[src/rtl/skt_pkg.sv]
package skt_pkg;

  localparam logic [1:0] CMD_INSERT = 2'd0;
  localparam logic [1:0] CMD_REMOVE = 2'd1;
  localparam logic [1:0] CMD_READ   = 2'd2;

  localparam logic [2:0] ST_OK       = 3'd0;
  localparam logic [2:0] ST_DUP      = 3'd1;
  localparam logic [2:0] ST_NOTFOUND = 3'd2;
  localparam logic [2:0] ST_FULL     = 3'd3;
  localparam logic [2:0] ST_RANGE    = 3'd4;

  typedef struct packed {
    logic [31:0]      key;
    logic [31:0]      value;
    logic [3:0][31:0] handle;
    logic [1:0]       interp;
  } entry_t;

  typedef enum logic [1:0] {
    RD_IDX,
    RD_PREV,
    RD_NEXT,
    RD_INDEX
  } rd_sel_e;

  typedef enum logic [2:0] {
    IDX_HOLD,
    IDX_CLR,
    IDX_INC,
    IDX_DEC,
    IDX_LD_CNT
  } idx_op_e;

  typedef struct packed {
    logic       capture;
    logic       rd_en;
    rd_sel_e    rd_sel;
    logic       wr_en;
    logic       wr_new;
    idx_op_e    idx_op;
    logic       pos_ld;
    logic       cnt_inc;
    logic       cnt_dec;
    logic       st_ld;
    logic [2:0] st_code;
    logic       read_hit;
    logic       out_ld;
  } ctrl_t;

  typedef struct packed {
    logic [1:0] cmd;
    logic       idx_eq_cnt;
    logic       idx_eq_pos;
    logic       next_eq_cnt;
    logic       key_eq;
    logic       key_lt;
    logic       full;
    logic       range_err;
  } stat_t;

endpackage

[src/rtl/skt_ctrl.sv]
module skt_ctrl (
  input  logic           clk_i,
  input  logic           rst_ni,
  input  logic           in_valid_i,
  output logic           in_ready_o,
  output logic           out_valid_o,
  input  logic           out_ready_i,
  input  skt_pkg::stat_t stat_i,
  output skt_pkg::ctrl_t ctrl_o
);

  localparam logic [3:0] S_IDLE = 4'd0;
  localparam logic [3:0] S_DISP = 4'd1;
  localparam logic [3:0] S_SRD  = 4'd2;
  localparam logic [3:0] S_SCMP = 4'd3;
  localparam logic [3:0] S_IRD  = 4'd4;
  localparam logic [3:0] S_IWR  = 4'd5;
  localparam logic [3:0] S_RRD  = 4'd6;
  localparam logic [3:0] S_RWR  = 4'd7;
  localparam logic [3:0] S_DONE = 4'd8;

  logic [3:0] state_q, state_d;
  logic       out_valid_q, out_valid_d;

  always_ff @(posedge clk_i or negedge rst_ni) begin
    if (!rst_ni) begin
      state_q     <= S_IDLE;
      out_valid_q <= 1'b0;
    end else begin
      state_q     <= state_d;
      out_valid_q <= out_valid_d;
    end
  end

  assign in_ready_o  = (state_q == S_IDLE);
  assign out_valid_o = out_valid_q;

  always_comb begin
    ctrl_o = '0;
    ctrl_o.rd_sel = skt_pkg::RD_IDX;
    ctrl_o.idx_op = skt_pkg::IDX_HOLD;
    ctrl_o.st_code = skt_pkg::ST_OK;
    state_d = state_q;
    out_valid_d = out_valid_q && !out_ready_i;

    unique case (state_q)
      S_IDLE: begin
        if (in_valid_i) begin
          ctrl_o.capture = 1'b1;
          ctrl_o.idx_op  = skt_pkg::IDX_CLR;
          state_d        = S_DISP;
        end
      end
      S_DISP: begin
        ctrl_o.st_ld = 1'b1;
        if (stat_i.cmd == skt_pkg::CMD_INSERT || stat_i.cmd == skt_pkg::CMD_REMOVE) begin
          ctrl_o.st_ld = 1'b0;
          state_d      = S_SRD;
        end else if (stat_i.cmd == skt_pkg::CMD_READ) begin
          if (stat_i.range_err) begin
            ctrl_o.st_code = skt_pkg::ST_RANGE;
          end else begin
            ctrl_o.rd_en    = 1'b1;
            ctrl_o.rd_sel   = skt_pkg::RD_INDEX;
            ctrl_o.read_hit = 1'b1;
          end
          state_d = S_DONE;
        end else begin
          state_d = S_DONE;
        end
      end
      S_SRD: begin
        if (stat_i.idx_eq_cnt) begin
          if (stat_i.cmd == skt_pkg::CMD_INSERT) begin
            if (stat_i.full) begin
              ctrl_o.st_ld   = 1'b1;
              ctrl_o.st_code = skt_pkg::ST_FULL;
              state_d        = S_DONE;
            end else begin
              ctrl_o.pos_ld = 1'b1;
              ctrl_o.idx_op = skt_pkg::IDX_LD_CNT;
              state_d       = S_IRD;
            end
          end else begin
            ctrl_o.st_ld   = 1'b1;
            ctrl_o.st_code = skt_pkg::ST_NOTFOUND;
            state_d        = S_DONE;
          end
        end else begin
          ctrl_o.rd_en  = 1'b1;
          ctrl_o.rd_sel = skt_pkg::RD_IDX;
          state_d       = S_SCMP;
        end
      end
      S_SCMP: begin
        if (stat_i.key_eq) begin
          if (stat_i.cmd == skt_pkg::CMD_INSERT) begin
            ctrl_o.st_ld   = 1'b1;
            ctrl_o.st_code = skt_pkg::ST_DUP;
            state_d        = S_DONE;
          end else begin
            state_d = S_RRD;
          end
        end else if (stat_i.key_lt) begin
          if (stat_i.cmd == skt_pkg::CMD_INSERT) begin
            if (stat_i.full) begin
              ctrl_o.st_ld   = 1'b1;
              ctrl_o.st_code = skt_pkg::ST_FULL;
              state_d        = S_DONE;
            end else begin
              ctrl_o.pos_ld = 1'b1;
              ctrl_o.idx_op = skt_pkg::IDX_LD_CNT;
              state_d       = S_IRD;
            end
          end else begin
            ctrl_o.st_ld   = 1'b1;
            ctrl_o.st_code = skt_pkg::ST_NOTFOUND;
            state_d        = S_DONE;
          end
        end else begin
          ctrl_o.idx_op = skt_pkg::IDX_INC;
          state_d       = S_SRD;
        end
      end
      S_IRD: begin
        if (stat_i.idx_eq_pos) begin
          ctrl_o.wr_en   = 1'b1;
          ctrl_o.wr_new  = 1'b1;
          ctrl_o.cnt_inc = 1'b1;
          ctrl_o.st_ld   = 1'b1;
          state_d        = S_DONE;
        end else begin
          ctrl_o.rd_en  = 1'b1;
          ctrl_o.rd_sel = skt_pkg::RD_PREV;
          state_d       = S_IWR;
        end
      end
      S_IWR: begin
        ctrl_o.wr_en  = 1'b1;
        ctrl_o.idx_op = skt_pkg::IDX_DEC;
        state_d       = S_IRD;
      end
      S_RRD: begin
        if (stat_i.next_eq_cnt) begin
          ctrl_o.cnt_dec = 1'b1;
          ctrl_o.st_ld   = 1'b1;
          state_d        = S_DONE;
        end else begin
          ctrl_o.rd_en  = 1'b1;
          ctrl_o.rd_sel = skt_pkg::RD_NEXT;
          state_d       = S_RWR;
        end
      end
      S_RWR: begin
        ctrl_o.wr_en  = 1'b1;
        ctrl_o.idx_op = skt_pkg::IDX_INC;
        state_d       = S_RRD;
      end
      S_DONE: begin
        if (!out_valid_q || out_ready_i) begin
          ctrl_o.out_ld = 1'b1;
          out_valid_d   = 1'b1;
          state_d       = S_IDLE;
        end
      end
      default: begin
        state_d = S_IDLE;
      end
    endcase
  end

endmodule

[config.mk]
export PLATFORM = sky130hd
export DESIGN_NAME = skt_ctrl
export DESIGN_NICKNAME = d
export VERILOG_FILES = /design/src/rtl/skt_pkg.sv /design/src/rtl/skt_ctrl.sv
export SDC_FILE = /design/constraint.sdc
export NUM_CORES = 1
export LEC_CHECK = 0
export ABC_CLOCK_PERIOD_IN_PS = 1500
export BUFFER_PORTS_ARGS = -buffer_cell sky130_fd_sc_hd__buf_2
export CORE_MARGIN = 2
export CORE_UTILIZATION = 35
export CTS_BUF_LIST = sky130_fd_sc_hd__clkbuf_4 sky130_fd_sc_hd__clkbuf_8 sky130_fd_sc_hd__clkbuf_16
export DETAILED_ROUTE_END_ITERATION = 10
export PLACE_DENSITY = 0.7
export SLEW_MARGIN = 25
export SYNTH_ARGS = -nofsm -noshare
export SYNTH_HDL_FRONTEND = slang
export SYNTH_SLANG_ARGS = --single-unit
[constraint.sdc]
create_clock -name clk_i -period 1.5 [get_ports clk_i]
set_input_delay 0.15 -clock clk_i [delete_from_list [all_inputs] [get_ports clk_i]]
set_output_delay 0.15 -clock clk_i [all_outputs]
set_load 0.03 [all_outputs]
==> metrics <==
run status finished, violations left; failing checks negative setup slack; syn nets slightly below 100; crit-path max FO 7; DR vias 884; Netlist Area Pre-Place 614 um^2; die height 45.9 um; Setup TNS Final -1990 ps; hold crit path type in -> reg; crit end category output port; RePlAce Congestion 0.832; Root Driver clkbuf_4; Max VDD drop 0.00114 V; Max Transition Viols Final 0; share of cells above drive strength 1 65.0%; Cells after DPL 146; Slowest-stage cell, CP dfrtp_2; area grow syn2layout 98.0%; Reg clk slew, reported paths ~40 ps; R2R depth 7; Core Util, Final 72.0%; Worst Hold Slack 98.1 ps; Tcrit/Tclk final 115%; Detailed Place HPWL 1.42 mm; reg2reg start state_q[2]$_DFFE_PN0P_; synth unique cells 32; Max-slew headroom roughly three quarters; final setup fails 19; post-synthesis sequential area ratio 20.4%; ys flop type dfrtp_1; CTS max path bufs 2; R2R Setup Slk 40 ps; die width 45.9 um; pin count of the biggest net entering global routing 11; Slew @ Worst Pin 366 ps; Total GRT Usage 22.5%; Port-buffer cells 32; DRC violations left 0; most frequent cell after synthesis nor2_1; TritonCTS clock tree done; Initial DRT Pass Iterations 4; Avg Vias per Cell between 5 and 6; crit path from state_q[1]$_DFFE_PN0P_; GR Overflow Total 0; synthesized instance count 86; worst path cell trace nor3b_2 -> a21oi_1 -> or3_1 -> nand2_1 -> buf_6; number of synthesized flops with an enable pin 0; Worst Skew 4.68 ps; final net count 157; RSZ-0062 raised after global routing yes; Yosys top cell by area dfrtp_1; Worst-Skew Late Latency 260 ps; share of the synthesized area in the top cell type 20.4%; CORE AREA around 0.0017 mm^2; PD cells between 1000 and 1500 mW/mm^2; Starting Density 36.4%; leakage power 0.610 nW; placed inst area 933 um^2; CP Capture Point ctrl_o[16]; detailed-route wire length 2.48 mm; pre-CTS setup slack -13.5 ps; Final Non-Filler Cells 160; crit path time final 1730 ps; Post-Syn Area per Cell 7.14 um^2; fill count 120; synthesis-stage register bit count 5; antenna cell count 0; vias in the first global route between 700 and 800; Setup CP Type reg -> out; clock sinks 5; total chip power 1.81 mW; first-pass GRT wire length approximately 3.4 mm; Crit path largest cell delay 460 ps; Ys Warns 0; Initial DRC Count 13; reg2reg end state_q[1]$_DFFE_PN0P_; WP data required 1350 ps; Max Cap Viol 0; htree depth 1; Die Area 0.00211 mm^2; dominant cells by area after synthesis dfrtp_1 (20%), nor2_1 (6.7%), a21oi_1 (4.9%); Routed WL per cell 15.5 um; Async SR Flop Fraction 100%; Max Freq 578 MHz; TritonCTS Buffers 3; std cell rows 15; commonest cells in the netlist nor2_1 (11), nand2_1 (7), a21oi_1 (6); Ports 33; CP Data Arrival Time 1580 ps; Routed Antenna Nets 0; cell area after layout 0.00122 mm^2; initial antenna violation count 0; Startpoint Class flip-flop; PnR worst setup slack -230 ps; Final Hold Viols 0
==> worst max-delay path: cells and delay by family, from the launching register on <==
kind	cells	cell delay, ps
AOI/OAI and AO/OA	1	70
buffers and inverters	1	130
DFF	1	460
and+or+nand+nor	3	670
==> worst min-delay path by stage <==
| stage | startpoint | end | cells past startpoint |
|---|---|---|---|
| 6_report | out_ready_i | out_valid_o$_DFF_PN0_ | 2 |
| 5_1_grt | out_ready_i | out_valid_o$_DFF_PN0_ | 2 |
| 4_1_cts | out_ready_i | out_valid_o$_DFF_PN0_ | 2 |
| 3_5_place_dp | rst_ni | state_q[0]$_DFFE_PN0P_ | 1 |
| 3_3_place_gp | rst_ni | out_valid_o$_DFF_PN0_ | 1 |
| 2_1_floorplan | rst_ni | out_valid_o$_DFF_PN0_ | 0 |
==> layout by cell type, fill, tap and decap left out, types with 2 or more instances in the layout <==
cell      Yosys  layout
a21oi_1       6       5
a21oi_2       1       2
buf_2         4      14
buf_4         2      35
buf_6         0       8
clkbuf_4      0       4
dfrtp_2       0       4
inv_1         5       4
inv_2         1       2
mux2i_1       2       2
nand2_1       7       7
nand2b_1      3       2
nand2b_4      1       2
nand3_2       0       2
nand3_4       0       2
nand3b_1      3       3
nand4_1       2       2
nor2_1       11       9
nor3_2        0       4
nor3b_2       0       2
o21a_1        2       2
o21ai_0       2       2
o21ai_1       3       3
==> state kept, by name (all words and copies together) (netlist names) <==
name and cells:
state_q 4, out_valid_o 1
==> cell families (layout without fill, tap and decap cells) <==
| group | after synthesis | count (layout) | share of synthesized area [%] |
|---|---|---|---|
| and+or+nand+nor | 47 | 47 | 43.0 |
| AOI/OAI and AO/OA | 20 | 20 | 24.0 |
| buffers and inverters | 12 | 69 | 9.37 |
| DFF | 5 | 5 | 20.4 |
| muxes | 2 | 2 | 3.26 |
==> layer usage <==
metal | part of all wire, % | global-route usage [%] | up-vias
met5 | 0 | 0 | -
met4 | 2.9 | 13.7 | 0
met3 | 5.1 | 4.76 | 8
met2 | 53 | 38.6 | 33
met1 | 39 | 25.0 | 427
li1 | - | - | 416
==> what timing repair did <==
| item | in CTS | in global routing |
|---|---|---|
| endpoints found under the hold margin | 5 | 0 |
| buffers inserted | 7 | 2 |
| setup endpoints to repair | 17 | 20 |
| pin swaps | 6 | 5 |
| resized for setup | 42 | 12 |
| hold buffers | 1 | 0 |
==> final cells by class <==
class | instances | area, um^2 | share of cell area [%]
Inverter | 6 | 22.5 | 1.85
Timing Repair Buffer | 59 | 448 | 36.8
Clock buffer | 4 | 30.0 | 2.47
Sequential cell | 5 | 130 | 10.7
Tap cell | 17 | 21.3 | 1.75
Multi-Input combinational cell | 69 | 564 | 46.4
==> where the power goes <==
group	switching, mW	internal [mW]	total, mW
logic	0.728	0.629	1.36
clock network	0.0661	0.119	0.185
registers	0.0796	0.185	0.264
total	0.873	0.933	1.81
No activity file was read; power rests on OpenSTA's default activity.
